[src/design/c_esc_pkg.sv]
package c_esc_pkg;

  // Characters with a meaning to the decoder
  localparam logic [7:0] CH_BACKSLASH = 8'h5C;
  localparam logic [7:0] CH_DQUOTE    = 8'h22;
  localparam logic [7:0] CH_X         = 8'h78;

  // One decoded byte as it leaves the block
  typedef struct packed {
    logic [7:0]  data;
    logic        last;
    logic [15:0] length;
  } res_t;

  // What the decode core hands to the output queue for one accepted item
  typedef struct packed {
    logic [1:0] nres;   // 0, 1 or 2 results
    res_t       res0;
    res_t       res1;
  } core_out_t;

endpackage

[src/design/c_esc_core.sv]
module c_esc_core #(
  parameter int COUNT_BITS = 16
) (
  input  logic                  clk,
  input  logic                  rst_n,
  input  logic                  in_fire,
  input  logic [7:0]            in_char,
  input  logic                  in_last,
  output c_esc_pkg::core_out_t  core_out
);
  import c_esc_pkg::*;

  localparam int LEN_W = COUNT_BITS + 16;
  localparam logic [LEN_W-1:0] LEN_MAX = LEN_W'(65535);

  typedef enum logic [2:0] {
    MODE_NORMAL = 3'd0,
    MODE_ESC    = 3'd1,
    MODE_HEX1   = 3'd2,
    MODE_HEX2   = 3'd3,
    MODE_OCT1   = 3'd4,
    MODE_OCT2   = 3'd5
  } mode_t;

  mode_t                 mode_r, mode_nxt;
  logic [7:0]            part_r, part_nxt;
  logic [COUNT_BITS-1:0] cnt_r, cnt_nxt;

  mode_t                 mode_mid;
  logic [7:0]            part_mid;
  logic [3:0]            dv;
  logic [1:0]            n;
  logic [7:0]            b0, b1;
  logic [COUNT_BITS-1:0] cnt1, cnt2;

  // hex digit value, anything else is zero
  function automatic logic [3:0] digit_val(input logic [7:0] c);
    logic [3:0] v;
    v = 4'd0;
    if (c >= "0" && c <= "9") v = 4'(c - "0");
    else if (c >= "a" && c <= "f") v = 4'(c - "a" + 8'd10);
    else if (c >= "A" && c <= "F") v = 4'(c - "A" + 8'd10);
    return v;
  endfunction

  function automatic logic [COUNT_BITS-1:0] sat_inc(input logic [COUNT_BITS-1:0] v);
    logic [COUNT_BITS-1:0] r;
    r = v;
    if (v != '1) r = v + 1'b1;
    return r;
  endfunction

  function automatic logic [15:0] len_of(input logic [COUNT_BITS-1:0] v);
    logic [LEN_W-1:0] w;
    w = {16'd0, v};
    if (w > LEN_MAX) w = LEN_MAX;
    return w[15:0];
  endfunction

  assign dv   = digit_val(in_char);
  assign cnt1 = sat_inc(cnt_r);
  assign cnt2 = sat_inc(cnt1);

  always_comb begin
    mode_mid = mode_r;
    part_mid = part_r;
    n        = 2'd0;
    b0       = 8'h00;
    b1       = 8'h00;
    unique case (mode_r)
      MODE_ESC: begin
        mode_mid = MODE_NORMAL;
        unique case (in_char)
          "n":          begin n = 2'd1; b0 = 8'h0A; end
          "t":          begin n = 2'd1; b0 = 8'h09; end
          "a":          begin n = 2'd1; b0 = 8'h07; end
          "b":          begin n = 2'd1; b0 = 8'h08; end
          "f":          begin n = 2'd1; b0 = 8'h0C; end
          "r":          begin n = 2'd1; b0 = 8'h0D; end
          "v":          begin n = 2'd1; b0 = 8'h0B; end
          CH_BACKSLASH: begin n = 2'd1; b0 = CH_BACKSLASH; end
          CH_DQUOTE:    begin n = 2'd1; b0 = CH_DQUOTE; end
          CH_X: begin
            part_mid = 8'h00;
            mode_mid = MODE_HEX1;
          end
          default: begin
            priority if (in_char >= "0" && in_char <= "9") begin
              part_mid = in_char - "0";
              mode_mid = MODE_OCT1;
            end else begin
              // unknown escape: backslash, then the character
              n  = 2'd2;
              b0 = CH_BACKSLASH;
              b1 = in_char;
            end
          end
        endcase
      end
      MODE_HEX1: begin
        part_mid = {dv, 4'h0};
        mode_mid = MODE_HEX2;
      end
      MODE_HEX2: begin
        n        = 2'd1;
        b0       = part_r + {4'h0, dv};
        mode_mid = MODE_NORMAL;
      end
      MODE_OCT1: begin
        part_mid = {part_r[4:0], 3'b000} + {4'h0, dv};
        mode_mid = MODE_OCT2;
      end
      MODE_OCT2: begin
        n        = 2'd1;
        b0       = {part_r[4:0], 3'b000} + {4'h0, dv};
        mode_mid = MODE_NORMAL;
      end
      default: begin
        if (in_char == CH_BACKSLASH) begin
          mode_mid = MODE_ESC;
        end else begin
          n  = 2'd1;
          b0 = in_char;
        end
      end
    endcase

    // end of string flushes a pending escape; missing digits are zero
    if (in_last && mode_mid != MODE_NORMAL) begin
      n  = 2'd1;
      unique case (mode_mid)
        MODE_ESC:  b0 = CH_BACKSLASH;
        MODE_HEX1: b0 = 8'h00;
        MODE_HEX2: b0 = part_mid;
        MODE_OCT1: b0 = {part_mid[1:0], 6'd0};
        MODE_OCT2: b0 = {part_mid[4:0], 3'd0};
        default:   b0 = 8'h00;
      endcase
    end
  end

  always_comb begin
    core_out.nres        = n;
    core_out.res0.data   = b0;
    core_out.res0.last   = in_last && (n == 2'd1);
    core_out.res0.length = len_of(cnt1);
    core_out.res1.data   = b1;
    core_out.res1.last   = in_last;
    core_out.res1.length = len_of(cnt2);
  end

  always_comb begin
    mode_nxt = mode_r;
    part_nxt = part_r;
    cnt_nxt  = cnt_r;
    if (in_fire) begin
      if (in_last) begin
        mode_nxt = MODE_NORMAL;
        part_nxt = 8'h00;
        cnt_nxt  = '0;
      end else begin
        mode_nxt = mode_mid;
        part_nxt = part_mid;
        unique case (n)
          2'd1:    cnt_nxt = cnt1;
          2'd2:    cnt_nxt = cnt2;
          default: cnt_nxt = cnt_r;
        endcase
      end
    end
  end

  always_ff @(posedge clk) begin
    if (!rst_n) begin
      mode_r <= MODE_NORMAL;
      part_r <= 8'h00;
      cnt_r  <= '0;
    end else begin
      mode_r <= mode_nxt;
      part_r <= part_nxt;
      cnt_r  <= cnt_nxt;
    end
  end

  // two results only come from an unknown escape
  a_two_from_esc: assert property (@(posedge clk) disable iff (!rst_n)
    in_fire && n == 2'd2 |-> mode_r == MODE_ESC)
    else $error("two results outside escape mode");

  // a finished string leaves the decoder clean
  a_last_resets: assert property (@(posedge clk) disable iff (!rst_n)
    in_fire && in_last |=> mode_r == MODE_NORMAL && part_r == 8'h00 && cnt_r == '0)
    else $error("state not cleared after end of string");

  // the final item of a string always yields a byte
  a_last_emits: assert property (@(posedge clk) disable iff (!rst_n)
    in_fire && in_last |-> n != 2'd0)
    else $error("end of string without a result");

endmodule

[src/design/c_esc_outq.sv]
module c_esc_outq (
  input  logic                  clk,
  input  logic                  rst_n,
  input  logic                  in_fire,
  input  c_esc_pkg::core_out_t  core_out,
  output logic                  space_ok,
  output logic                  out_valid,
  input  logic                  out_ready,
  output c_esc_pkg::res_t       out_res
);
  import c_esc_pkg::*;

  localparam int DEPTH = 3;
  localparam int CNT_W = $clog2(DEPTH + 1);

  res_t             slot_r   [DEPTH];
  res_t             slot_nxt [DEPTH];
  logic [CNT_W-1:0] cnt_r, cnt_nxt;
  logic [CNT_W-1:0] base;
  logic [1:0]       push_n;
  logic             pop;

  assign pop    = out_valid && out_ready;
  assign push_n = in_fire ? core_out.nres : 2'd0;
  assign base   = cnt_r - CNT_W'(pop);

  always_comb begin
    for (int i = 0; i < DEPTH - 1; i++) begin
      slot_nxt[i] = pop ? slot_r[i + 1] : slot_r[i];
    end
    slot_nxt[DEPTH - 1] = slot_r[DEPTH - 1];
    for (int i = 0; i < DEPTH; i++) begin
      if (push_n != 2'd0 && CNT_W'(i) == base) slot_nxt[i] = core_out.res0;
      if (push_n == 2'd2 && CNT_W'(i) == CNT_W'(base + 1'b1)) slot_nxt[i] = core_out.res1;
    end
    cnt_nxt = base + CNT_W'(push_n);
  end

  always_ff @(posedge clk) begin
    if (!rst_n) begin
      cnt_r <= '0;
    end else begin
      cnt_r <= cnt_nxt;
    end
  end

  always_ff @(posedge clk) begin
    for (int i = 0; i < DEPTH; i++) begin
      slot_r[i] <= slot_nxt[i];
    end
  end

  assign space_ok  = cnt_r <= CNT_W'(DEPTH - 2);
  assign out_valid = cnt_r != '0;
  assign out_res   = slot_r[0];

  a_no_overflow: assert property (@(posedge clk) disable iff (!rst_n)
    {1'b0, base} + {1'b0, CNT_W'(push_n)} <= (CNT_W + 1)'(DEPTH))
    else $error("output queue overflow");

  a_pop_only: assert property (@(posedge clk) disable iff (!rst_n)
    pop && push_n == 2'd0 |=> cnt_r == $past(cnt_r) - 1'b1)
    else $error("queue count lost track on pop");

endmodule

[src/design/c_escape_decoder_top.sv]
// C string escape decoder. One raw string byte enters per transfer on the
// in_ side (in_tlast marks the final byte of a string) and decoded bytes
// leave on the out_ side, each with the running decoded length of its
// string (saturating at 65535) and out_tlast on the final byte. Escapes
// \n \t \a \b \f \r \v \\ \" decode to one byte; \x takes two hex digits
// and a backslash-digit form takes the leading digit plus two more (base 8,
// any hex digit counts, non-digits count as zero), both modulo 256. An
// unknown escape yields the backslash and then the character. A string
// that ends inside an escape flushes it with missing digits as zero, and a
// trailing lone backslash comes out as itself. Throughput is one input
// transfer per clock while the output queue has room; an unknown escape
// produces two output transfers and holds in_tready low while the
// three-entry output queue drains. Decoded bytes are registered in the
// output queue before they leave. The input decode runs in a single pass
// of logic between the escape-state registers and the output queue.
module c_escape_decoder_top #(
  parameter int COUNT_BITS = 16   // width of the internal decoded-byte counter
) (
  input  logic        clk,
  input  logic        rst_n,
  // input stream
  input  logic        in_tvalid,
  output logic        in_tready,
  input  logic [7:0]  in_tdata,    // [7:0] in_char
  input  logic        in_tlast,    // in_last
  // decoded stream
  output logic        out_tvalid,
  input  logic        out_tready,
  output logic [23:0] out_tdata,   // [7:0] out_byte, [23:8] out_length
  output logic        out_tlast    // out_last
);
  import c_esc_pkg::*;

  logic      in_fire;
  logic      space_ok;
  core_out_t core_out;
  res_t      out_res;

  // accept only while the queue can take two results
  assign in_tready = space_ok;
  assign in_fire   = in_tvalid && in_tready;

  c_esc_core #(
    .COUNT_BITS (COUNT_BITS)
  ) u_core (
    .clk      (clk),
    .rst_n    (rst_n),
    .in_fire  (in_fire),
    .in_char  (in_tdata),
    .in_last  (in_tlast),
    .core_out (core_out)
  );

  c_esc_outq u_outq (
    .clk       (clk),
    .rst_n     (rst_n),
    .in_fire   (in_fire),
    .core_out  (core_out),
    .space_ok  (space_ok),
    .out_valid (out_tvalid),
    .out_ready (out_tready),
    .out_res   (out_res)
  );

  assign out_tdata = {out_res.length, out_res.data};
  assign out_tlast = out_res.last;

endmodule
[config.mk]
export PLATFORM = sky130hd
export DESIGN_NAME = c_escape_decoder_top
export DESIGN_NICKNAME = d
export VERILOG_FILES = /design/src/design/c_esc_pkg.sv /design/src/design/c_esc_core.sv /design/src/design/c_esc_outq.sv /design/src/design/c_escape_decoder_top.sv
export SDC_FILE = /design/constraint.sdc
export NUM_CORES = 1
export LEC_CHECK = 0
export ABC_AREA = 1
export BUFFER_PORTS_ARGS = -buffer_cell sky130_fd_sc_hd__buf_2
export CELL_PAD_IN_SITES_DETAIL_PLACEMENT = 2
export CELL_PAD_IN_SITES_GLOBAL_PLACEMENT = 2
export CORE_MARGIN = 1.5
export CORE_UTILIZATION = 36
export CTS_BUF_LIST = sky130_fd_sc_hd__clkbuf_16
export DETAILED_ROUTE_END_ITERATION = 8
export PLACE_DENSITY_LB_ADDON = 0.2
export REMOVE_ABC_BUFFERS = 1
export SLEW_MARGIN = 30
export SYNTH_ARGS = -nofsm -noshare
export SYNTH_HDL_FRONTEND = slang
export SYNTH_SLANG_ARGS = --single-unit
export TNS_END_PERCENT = 1
[constraint.sdc]
create_clock -name clk -period 6.2 [get_ports clk]
set_clock_uncertainty 0.2 [all_clocks]
set_input_delay 1.24 -clock clk [delete_from_list [all_inputs] [get_ports clk]]
set_output_delay 1.24 -clock clk [all_outputs]
set_load 0.02 [all_outputs]
== Word-level counts from Yosys, hierarchy flattened ==
Memory sizes are Yosys's and may differ from the RTL's.
Cells that the tools add are included.
Storage, ports and cells
  register bits after elaboration: 29
  latch bits: 0
  memory bits (writable): 75
  ROM bits: 0
  memories: 1
Cells by class
  add/sub/neg operators: 12
  multipliers: 0
  divide/modulo/power cells: 0
  $lt $le $gt $ge: 7
  eq/ne operators: 28
  shifts and indexed selects: 0
  multiplexer cells: 39
  bitwise logic cells: 0
  reduce and logical (&&, ||, !) cells: 24
Memory list
  u_outq.slot_r: words 3, width 25, rd ports 3, clocked after memory_dff 0, wr ports 3, line c_esc_outq.sv:16  | res_t slot_r [DEPTH];
Operators with widths (number)
  2-to-1 mux 25 bit: 8
  case mux 8 bit (10 select lines): 1
  == test 8 x 7 -> 1 bit (second input constant): 9
  case mux 8 bit (4 select lines): 2
  2-to-1 mux 8 bit: 7
  2-to-1 mux 16 bit: 3
  adder 16 x 1 -> 16 bit (second input constant): 2
  != test 16 bit (second input constant): 2
  case mux 16 bit (2 select lines): 1
  case mux 8 bit (3 select lines): 1
  adder 8 x 4 -> 8 bit: 2
  >= comparator 8 x 7 -> 1 bit (second input constant): 2
  <= comparator 8 x 7 -> 1 bit (second input constant): 2
  case mux 8 bit (2 select lines): 1
  logical AND 1 bit: 13
  == test 3 bit (second input constant): 4
  2-to-1 mux 4 bit: 3
  case mux 3 bit (4 select lines): 1
  OR reduction 10 bit: 1
  == test 3 x 2 -> 1 bit (second input constant): 3
  2-to-1 mux 3 bit: 3
  OR reduction 9 bit: 1
  adder 4 bit (second input constant): 2
  == test 8 x 6 -> 1 bit (second input constant): 1
  24 further kinds: 35

== Depth between registers and ports, before layout ==
Gate-level depths: netlist of the first run.
  word-level depth: 13
  mapped depth: 24
  depth with buffers taken out: 24

== Modules after synthesis ==
From an unflattened synthesis of the first run, not the netlist that was laid out.
Second synthesis, totals
  cell total of the unflattened synthesis: 1325
  area, all modules: 8805.9 um^2
Modules (own cells, without submodules)
  c_esc_outq: instances 1, cells each 575, area an instance 4634.4 um^2, sequential area each 2292.2 um^2
  c_esc_core: instances 1, cells each 748, area an instance 4164.0 um^2, sequential area each 540.5 um^2
  c_escape_decoder_top: instances 1, cells each 2, area an instance 7.5 um^2, sequential area each 0.0 um^2

== Least setup slack after synthesis of the first run ==
Ideal clock, no wire load.
  path type: in2reg
  from: input port in_tdata[0]
  to: memory u_outq.slot_r[0][50] in the netlist's numbering (enable)
  data arrival time: 4814 ps
  required time: 5554 ps
  setup slack: 741 ps
  stages on the path: 16
  path through: inv_1 > ha_1 > inv_1 > nor2_1 > nand3_1 > inv_2 > nor2_2 > nand4_2 > nand2_1 > nand2_1 > nand2_1 > nand2_2 > nand3_4 > nand2_2 > buf_4 > o31ai_1
RTL lines
  start, declared: line c_escape_decoder_top.sv:24  | input logic [7:0] in_tdata,
  end, declared: line c_esc_outq.sv:16

==> flow_metrics.env, run 1 <==
export IMPL_die_h_um=152
export IMPL_end_kind="flop"
export IMPL_maxSlewHeadroom_pct=37.5
export IMPL_fin_crit_sh_pct=81.0
export IMPL_path_class="input pin to flop"
export IMPL_synth_area_per_cell_um2=6.83
export IMPL_numPlacedInstances=1433
export IMPL_ios=40
export IMPL_clk_latency_ns=0.36
export IMPL_setup_viol=0
export IMPL_synth_common_cells="nand2_1, inv_1, nand3_1"
export IMPL_netlist_top_cell_by_area="edfxtp_1"
export IMPL_cts_resized=0
export IMPL_area_growth_pct=7.04
export IMPL_placedInstanceArea_um2=8210
export IMPL_total_power_mw=2.89
export IMPL_yosys_area_top_type_share_pct=28.3
export IMPL_leakagePower_nw=3.70
export IMPL_globalRouteMet3Util_pct=2.93
export IMPL_critical_path_top_delay_family="simple AND/OR/NAND/NOR gates"
export IMPL_clkTransAtPathRegs_ns=0.08
export IMPL_worst_ep_required_time_ns=6.21
export IMPL_critPathMaxStageDelay_ns=0.42
export IMPL_grt_pass1_wl_um=47400
export IMPL_initial_core_util_pct=36.6
export IMPL_clock_sinks=104
export IMPL_ir_drop_v=0.000206
export IMPL_r2r_cells=18
export IMPL_grt_pass1_vias=8218
export IMPL_vias=7902
export IMPL_min_delay_path_depth=2
export IMPL_synth_cell_types=41
export IMPL_netlist_area_um2=7960
export IMPL_clockBufferDepth=2
export IMPL_drt_total_wl_um=30300
export IMPL_ys_seq_area_share_pct=35.6
export IMPL_tightest_slew_ns=0.930
export IMPL_drv_cap=0
export IMPL_rows=54
export IMPL_hpwlAfterDp_um=23300
export IMPL_synthFlopType="edfxtp_1"
export IMPL_cp_arrival_ns=5.03
export IMPL_synthAdderAreaFrac_pct=3.24
export IMPL_antenna_found_initial=0
export IMPL_synth_top_family_by_area="simple AND/OR/NAND/NOR gates"
export IMPL_max_freq_ghz=0.199
export IMPL_synth_xor_area_share_pct=3.10
export IMPL_dieWidth_um=152
export IMPL_powerDensity_nw_per_um2=339
export IMPL_setup_tns_ns=0
export IMPL_grt_max_degree=37
export IMPL_cp_slowest_cell="fa_1"
export IMPL_place_congestion=0.883
export IMPL_yosysWarnings=0
export IMPL_synthMuxAreaShare_pct=0
export IMPL_drive_gt1_share_pct=10.1
export IMPL_critPathBufInv=4
export IMPL_grt_setup_unrepaired="no"
export IMPL_hold_buffers=0
export IMPL_placement_io_buffers=39
export IMPL_wl_per_cell_um=20.9
export IMPL_yosysMostFrequentCell="nand2_1"
export IMPL_path_max_fanout=7
export IMPL_met2_usage_pct=43.5
export IMPL_yosys_area_share_simple_pct=35.2
export IMPL_avgViaCountPerCell=5.45
export IMPL_slew_viol_final=0
export IMPL_path_cells="buf_2 -> inv_1 -> ha_1 -> o21ai_0 -> a21oi_1 -> nand2_1 -> nand3_1 -> inv_1 -> nor2_1 -> inv_1 -> fa_1 -> nor2_1 -> o21ai_0 -> nand2_1 -> nand2_1 -> o21ai_0 -> nand3_1 -> o2111ai_1 -> nand2_1 -> nand2_1 -> nand2_1 -> a21oi_1"
export IMPL_grt_use_met1_pct=39.7
export IMPL_finalNetCount=1197
export IMPL_worst_path_most_repeated_cell="nand2_1"
export IMPL_ys_seq_elements=104
export IMPL_antenna_left=0
export IMPL_min_period_ns=5.02
export IMPL_drc_errors=0
export IMPL_worst_setup_path_start_kind="input pin"
export IMPL_crit_cells=22
export IMPL_post_cts_buffers=0
export IMPL_overflow=0
export IMPL_grt_usage_pct=27.3
export IMPL_first_pass_iters=5
export IMPL_cts_inserted_buffers=9
export IMPL_async_flop_share_pct=0
export IMPL_n_antenna_cell=0
export IMPL_htreeDepth=3
export IMPL_status="finished, final reports clean"
export IMPL_core_area_um2=21800
export IMPL_synth_cells=1165
export IMPL_top_usage_layer="met2"
export IMPL_netlist_top_cells_area="edfxtp_1, nand2_1, dfxtp_1"
export IMPL_final_area_um2=8520
export IMPL_drt_iter0_markers=441
export IMPL_instances_no_fill=1449
export IMPL_synth_edff_count=75
export IMPL_ctsRootBufferMaster="clkbuf_16"
export IMPL_cts_tree="yes"
export IMPL_min_path_type="flop to flop"
export IMPL_synth_compound_gate_area_share_pct=11.7
export IMPL_hold_viol_final=0
export IMPL_die_area_um2=23000
[layout make-up]
type                       count  area [um^2]
clock buffer                   9          225
timing repair buffer          48          263
tap                          280          350
multi-input combinational    866         4260
clock inverter                 7         88.8
inverter                     135          507
sequential                   104         2830
fill                        2712        13200
[registers in the layout, summed over array words and instances (netlist names)]
signal,cells
u_core.cnt_r,16
u_core.mode_r,3
u_core.part_r,8
u_outq.cnt_r,2
u_outq.slot_r,75
[logic make-up (layout without fill, tap and decap cells)]
| logic type | after synthesis | after routing |
|---|---|---|
| xor gates and xnor gates | 26 | 26 |
| buffers and inverters | 195 | 199 |
| and+or+nand+nor | 645 | 645 |
| DFF | 104 | 104 |
| adders and majority gates | 20 | 20 |
| AOI/OAI and AO/OA | 175 | 175 |
[final timing paths]
path | start | endpoint | slack (ns)
max reg2reg | u_core.cnt_r[0] | u_core.cnt_r[3] | 2.06
min reg2reg | u_core.part_r[7] | u_core.part_r[7] | 0.29
min | u_core.part_r[7] | u_core.part_r[7] | 0.29
max | in_tdata[1] | u_outq.slot_r[0][23] | 1.18
[metrics by stage]
stage               setup slack (ns)  util, %  hold WS, ns
global route                   0.841     39.2        0.331
global placement                1.10     37.7        0.270
finish                          1.18     39.2        0.290
floorplan                      0.656        -        0.258
detailed placement             0.922     37.7        0.283
CTS                             1.28     39.2        0.296
[power breakdown]
| group | switching [mW] | internal (mW) | total, mW |
|---|---|---|---|
| Clock | 0.305 | 0.324 | 0.629 |
| Combinational | 0.832 | 0.310 | 1.14 |
| Sequential | 0.0528 | 1.06 | 1.12 |
| Total | 1.19 | 1.70 | 2.89 |
[layer usage]
| layer | share of wire (%) | routed length (um) | vias up |
|---|---|---|---|
| li1 | - | - | 3757 |
| met1 | 49 | 15000 | 3946 |
| met2 | 45 | 13700 | 178 |
| met3 | 4.3 | 1320 | 21 |
| met4 | 1.1 | 338 | 0 |
| met5 | 0 | 0 | - |
[layout by cell type (no fill, tap or decap), types with 10 or more instances in the layout]
cell      Yosys  final
nand2_1     399    399
inv_1       121    121
nand3_1      93     93
nor2_1       85     83
edfxtp_1     75     75
a21oi_1      61     61
o21ai_1      55     55
buf_2        11     39
o21ai_0      38     38
dfxtp_1      29     29
xor2_1       22     22
ha_1         19     19
nand4_1      17     17
nor2_2       13     15
inv_2        12     12
o211ai_1     10     10
[tightest hold or removal path: stages, from the launching register on]
cell and delay [ns]:
dfxtp_1 0.33, nand2_1 0.07, a21oi_1 0.06
Power figures use the tool's default switching activity.
==> run 2: changes to the inputs <==
Clock period 6.2 ns to 4.83 ns, I/O delays scaled along.
==> run 2 against run 1 <==
  * Power grew 33%
  * Routed wire length rose by 0.46%
  * Non-clock buffer count rose by 18
  * Core utilization grew 0.89 points
  * Sequential share of layout area is 0.73 points lower
  * Count of clock-buffer cells in the layout stayed put
  * Flip-flop and latch count unchanged
  * Die area unchanged
  * Global-route usage is essentially flat
  * Largest power group unchanged
  * Register-to-register slack got worse by 1.3 ns
  * Critical path depth is 1 higher
==> flow_metrics.env, run 2 (synthesis gave the netlist of run 1 again) <==
export IMPL_initial_core_util_pct=36.6
export IMPL_max_freq_ghz=0.224
export IMPL_hpwlAfterDp_um=23400
export IMPL_clk_latency_ns=0.36
export IMPL_hold_viol_final=0
export IMPL_maxSlewHeadroom_pct=45.2
export IMPL_cts_tree="yes"
export IMPL_avgViaCountPerCell=5.48
export IMPL_layout_commonest_cell="nand2_1"
export IMPL_fillers=2659
export IMPL_placedInstanceArea_um2=8400
export IMPL_cts_resized=0
export IMPL_place_congestion=0.956
export IMPL_drc_errors=0
export IMPL_post_cts_buffers=0
export IMPL_powerDensity_nw_per_um2=439
export IMPL_fin_crit_sh_pct=92.4
export IMPL_grt_setup_unrepaired="no"
export IMPL_critPathMaxStageDelay_ns=0.38
export IMPL_ios=40
export IMPL_top_regs="u_outq.slot_r x75, u_core.cnt_r x16, u_core.part_r x8"
export IMPL_hold_ws_ns=0.294
export IMPL_ctsRootBufferMaster="clkbuf_16"
export IMPL_leakagePower_nw=3.81
export IMPL_htreeDepth=3
export IMPL_largest_register="u_outq.slot_r"
export IMPL_drt_total_wl_um=30500
export IMPL_drt_iter0_markers=504
export IMPL_grt_pass1_wl_um=47100
export IMPL_overflow=0
export IMPL_core_area_um2=21800
export IMPL_hold_buffers=0
export IMPL_dieWidth_um=152
export IMPL_drv_cap=0
export IMPL_clkTransAtPathRegs_ns=0.08
export IMPL_antenna_found_initial=0
export IMPL_ir_drop_v=0.000315
export IMPL_largest_reg_flops=75
export IMPL_clockBufferDepth=2
export IMPL_die_area_um2=23000
export IMPL_min_path_type="flop to flop"
export IMPL_final_area_um2=8720
export IMPL_cp_arrival_ns=4.47
export IMPL_worst_setup_path_start_kind="input pin"
export IMPL_clock_sinks=104
export IMPL_grt_max_degree=35
export IMPL_first_pass_iters=5
export IMPL_final_cell_mix="nand2_1, inv_1, nand3_1"
export IMPL_antenna_left=0
export IMPL_worst_ep_required_time_ns=4.84
export IMPL_grt_pass1_vias=8168
export IMPL_placement_io_buffers=39
export IMPL_path_max_fanout=6
export IMPL_path_class="input pin to flop"
export IMPL_wl_per_cell_um=20.8
export IMPL_die_h_um=152
export IMPL_multi_input_area_um2=4250
export IMPL_min_period_ns=4.46
export IMPL_status="finished, final reports clean"
export IMPL_seqCellArea_um2=2830
export IMPL_cts_inserted_buffers=9
export IMPL_worst_path_most_repeated_cell="nand2_1"
export IMPL_drive_gt1_share_pct=11.5
export IMPL_grt_usage_pct=27.3
export IMPL_n_antenna_cell=0
export IMPL_rows=54
export IMPL_setup_viol=0
export IMPL_end_kind="flop"
export IMPL_finalNetCount=1215
export IMPL_tightest_slew_ns=0.817
export IMPL_path_cells="buf_2 -> inv_1 -> ha_1 -> o21ai_0 -> a21oi_1 -> nand2_1 -> nand3_1 -> inv_1 -> nor2_1 -> ha_1 -> inv_1 -> fa_1 -> nor2_1 -> o21ai_0 -> nand2_1 -> nand2_1 -> o21ai_0 -> nand3_1 -> o2111ai_1 -> nand2_1 -> nand2_1 -> nand2_1 -> a21oi_1"
export IMPL_cp_slowest_cell="fa_1"
export IMPL_slew_viol_final=0
export IMPL_vias=8040
export IMPL_total_power_mw=3.83
export IMPL_area_growth_pct=9.46
==> run 2: final cells by class <==
| class | instances | share of cell area [%] |
|---|---|---|
| Timing Repair Buffer | 66 | 5.28 |
| Tap cell | 280 | 4.02 |
| Clock inverter | 7 | 0.991 |
| Inverter | 135 | 5.81 |
| Multi-Input combinational cell | 866 | 48.8 |
| Sequential cell | 104 | 32.5 |
| Clock buffer | 9 | 2.58 |
==> run 2: report_power, final <==
part	internal [mW]	switching [mW]	total (mW)	leakage, nW
Combinational	0.508	1.09	1.60	2.72
Sequential	1.36	0.0681	1.43	0.940
Clock	0.414	0.382	0.796	0.150
==> run 2: final timing paths <==
| path | startpoint | end | slack (ns) | cells after the start |
|---|---|---|---|---|
| worst min register to register | u_core.cnt_r[14] | u_core.cnt_r[14] | 0.29 | 2 |
| worst min-delay path | u_core.cnt_r[14] | u_core.cnt_r[14] | 0.29 | 2 |
| worst max-delay path | in_tdata[0] | u_outq.slot_r[0][23] | 0.37 | 23 |
| worst max register to register | u_core.cnt_r[0] | u_core.cnt_r[3] | 0.74 | 18 |
==> run 2: through the flow <==
| stage | std cells | setup TNS (ns) | setup slack (ns) | util, % |
|---|---|---|---|---|
| after CTS | 1467 | 0 | 0.438 | 40.1 |
| after floorplan | 1105 | -11.01 | -0.440 | - |
| after global routing | 1467 | 0 | 0.0306 | 40.1 |
| after global placement | 1451 | 0 | 0.363 | 38.6 |
| final | 1467 | 0 | 0.369 | 40.1 |
| after detailed placement | 1451 | 0 | 0.135 | 38.6 |
==> run 2: critical path: cells and delay by family <==
family	cells	cell delay (ns)
AO/OA/AOI/OAI	6	0.90
adder cells (fa/ha/maj)	3	0.84
buffers and inverters	4	0.48
AND/OR/NAND/NOR	10	1.29
==> run 2: layer usage <==
| layer | part of all wire (%) | GRT usage [%] |
|---|---|---|
| met5 | 0 | 0 |
| met4 | 1.2 | 5.43 |
| met3 | 5.6 | 3.95 |
| met2 | 44 | 42.3 |
| met1 | 49 | 40.3 |
==> run 3: changes to the inputs <==
Settings changed: CORE_ASPECT_RATIO set to 0.7.
==> run 3 against run 2 <==
  * Clock power shrank 14%
  * Die area about the same
  * Core utilization decreased by 0.31 points
  * Sequential share of layout area increased by 0.37 points
  * Register-to-register slack gained 0.06 ns
  * Critical path depth stayed put
  * Combinational power hardly changed
  * Worst setup slack worse by 0.054 ns
  * First-iteration DRC count increased by 41%
  * Count of clock-buffer cells in the layout did not move
  * Highest routed layer unchanged
  * Global-route usage increased by 1.7 points
  * Cell area is 1.1% lower
==> flow_metrics.env, run 3 (synthesis gave the netlist of run 1 again) <==
export IMPL_antenna_left=0
export IMPL_powerDensity_nw_per_um2=431
export IMPL_grt_pass1_vias=8262
export IMPL_pwr_share_comb_pct=42.8
export IMPL_die_area_um2=23000
export IMPL_setup_viol=0
export IMPL_end_kind="flop"
export IMPL_wl_per_cell_um=22.2
export IMPL_drt_iter0_markers=711
export IMPL_core_area_um2=21700
export IMPL_worst_ep_required_time_ns=4.85
export IMPL_grt_pass1_wl_um=50100
export IMPL_swShare_pct=41.8
export IMPL_vias=8028
export IMPL_clkPwrFrac_pct=18.4
export IMPL_drive_gt1_share_pct=11.0
export IMPL_top_regs="u_outq.slot_r x75, u_core.cnt_r x16, u_core.part_r x8"
export IMPL_placement_io_buffers=39
export IMPL_grt_max_degree=35
export IMPL_hold_viol_final=0
export IMPL_die_h_um=127
export IMPL_path_max_fanout=6
export IMPL_leakagePower_nw=3.77
export IMPL_ctsRootBufferMaster="clkbuf_16"
export IMPL_drt_total_wl_um=32600
export IMPL_ios=40
export IMPL_slew_viol_final=0
export IMPL_drc_errors=0
export IMPL_cts_inserted_buffers=9
export IMPL_n_antenna_cell=0
export IMPL_grt_usage_pct=29.0
export IMPL_hpwlAfterDp_um=25500
export IMPL_largest_reg_flops=75
export IMPL_finalNetCount=1213
export IMPL_clk_latency_ns=0.37
export IMPL_final_cell_mix="nand2_1, inv_1, nand3_1"
export IMPL_worst_setup_path_start_kind="input pin"
export IMPL_cp_arrival_ns=4.54
export IMPL_avgViaCountPerCell=5.47
export IMPL_area_growth_pct=8.22
export IMPL_p_seq_share_pct=38.8
export IMPL_first_pass_iters=5
export IMPL_drv_cap=0
export IMPL_post_route_util_pct=39.8
export IMPL_layout_commonest_cell="nand2_1"
export IMPL_clock_sinks=104
export IMPL_clkTransAtPathRegs_ns=0.07
export IMPL_initial_core_util_pct=36.7
export IMPL_clockBufferDepth=2
export IMPL_grt_setup_unrepaired="no"
export IMPL_fin_crit_sh_pct=93.5
export IMPL_p_int_mw=2.16
export IMPL_cts_tree="yes"
export IMPL_rows=45
export IMPL_overflow=0
export IMPL_tightest_slew_ns=0.833
export IMPL_setup_tns_ns=0
export IMPL_status="finished, final reports clean"
export IMPL_min_period_ns=4.51
export IMPL_path_class="input pin to flop"
export IMPL_min_path_type="flop to flop"
export IMPL_power_switching_mw=1.55
export IMPL_seqCellArea_um2=2830
export IMPL_fillers=2619
export IMPL_largest_register="u_outq.slot_r"
export IMPL_multi_input_area_um2=4260
export IMPL_htreeDepth=3
export IMPL_place_congestion=0.906
export IMPL_ir_drop_v=0.000269
export IMPL_max_freq_ghz=0.221
export IMPL_maxSlewHeadroom_pct=44.1
export IMPL_antenna_found_initial=1
export IMPL_dieWidth_um=181
[run 3: cell types whose count changed in the layout (fill, tap and decap cells not counted), moves of 2 or more]
cell and delta:
buf_12 -3, inv_8 -2, inv_1 +2, clkinv_1 +4
[run 3: power groups by stage]
stage          Clock, mW  Sequential (mW)  Combinational [mW]
2_1_floorplan          0             1.60               0.767
3_3_place_gp           0             1.44                1.49
3_5_place_dp           0             1.46                1.58
4_1_cts            0.701             1.45                1.59
5_1_grt            0.732             1.46                1.72
6_report           0.684             1.44                1.59
[run 3: layout make-up]
cell class	count	area share [%]
inverters	135	5.88
multi-input cells	866	49.4
clock buffers	9	2.61
well taps	282	4.09
clock inverters	7	0.363
repair buffers	64	4.73
flip-flops and latches	104	32.9
[run 3: timing repair]
| action | 4_1_cts | 5_1_grt |
|---|---|---|
| buffers inserted | 0 | 0 |
| gates resized for setup | 0 | 1 |
| endpoints found under the setup margin | 0 | 1 |
| hold buffers | 0 | 0 |
[run 3: routing by layer]
metal  global-route usage (%)  part of all wire, %  vias to the layer above
met5                        0                    0                        -
met4                     4.50                 0.63                        0
met3                     6.44                  7.8                       12
met2                     41.3                   40                      238
met1                     44.8                   52                     3976
li1                         -                    -                     3802
[run 3: per-stage QoR]
stage | total power, mW | setup slack, ns | cell area [um^2] | hold WS (ns) | std cells
floorplan | 2.37 | -0.440 | 7580 | 0.258 | 1105
global placement | 2.93 | 0.334 | 8350 | 0.273 | 1451
global route | 3.92 | 0.0303 | 8620 | 0.311 | 1467
CTS | 3.74 | 0.343 | 8610 | 0.300 | 1467
finish | 3.71 | 0.315 | 8620 | 0.296 | 1467
detailed placement | 3.04 | -0.0343 | 8350 | 0.289 | 1451
[run 3: path summary, 6_finish.rpt]
path	from	to	slack [ns]	depth (start not counted)
setup / recovery	in_tdata[0]	u_outq.slot_r[0][23]	0.32	23
hold / removal	u_core.mode_r[2]	u_core.mode_r[2]	0.30	2
setup reg to reg	u_core.cnt_r[0]	u_core.cnt_r[3]	0.80	17
hold reg to reg	u_core.mode_r[2]	u_core.mode_r[2]	0.30	2
[run 3: critical path: stages]
cell and delay, ns:
buf_2 0.14, inv_1 0.18, ha_1 0.26, o21ai_0 0.13, a21oi_1 0.22, nand2_2 0.14
nand3_1 0.18, inv_1 0.11, nor2_1 0.21, ha_1 0.24, inv_1 0.06, fa_1 0.38
nor2_1 0.20, o21ai_0 0.14, nand2_1 0.11, nand2_1 0.08, o21ai_0 0.16, nand3_1 0.10
o2111ai_1 0.12, nand2_1 0.12, nand2_1 0.11, nand2_1 0.06, a21oi_1 0.13
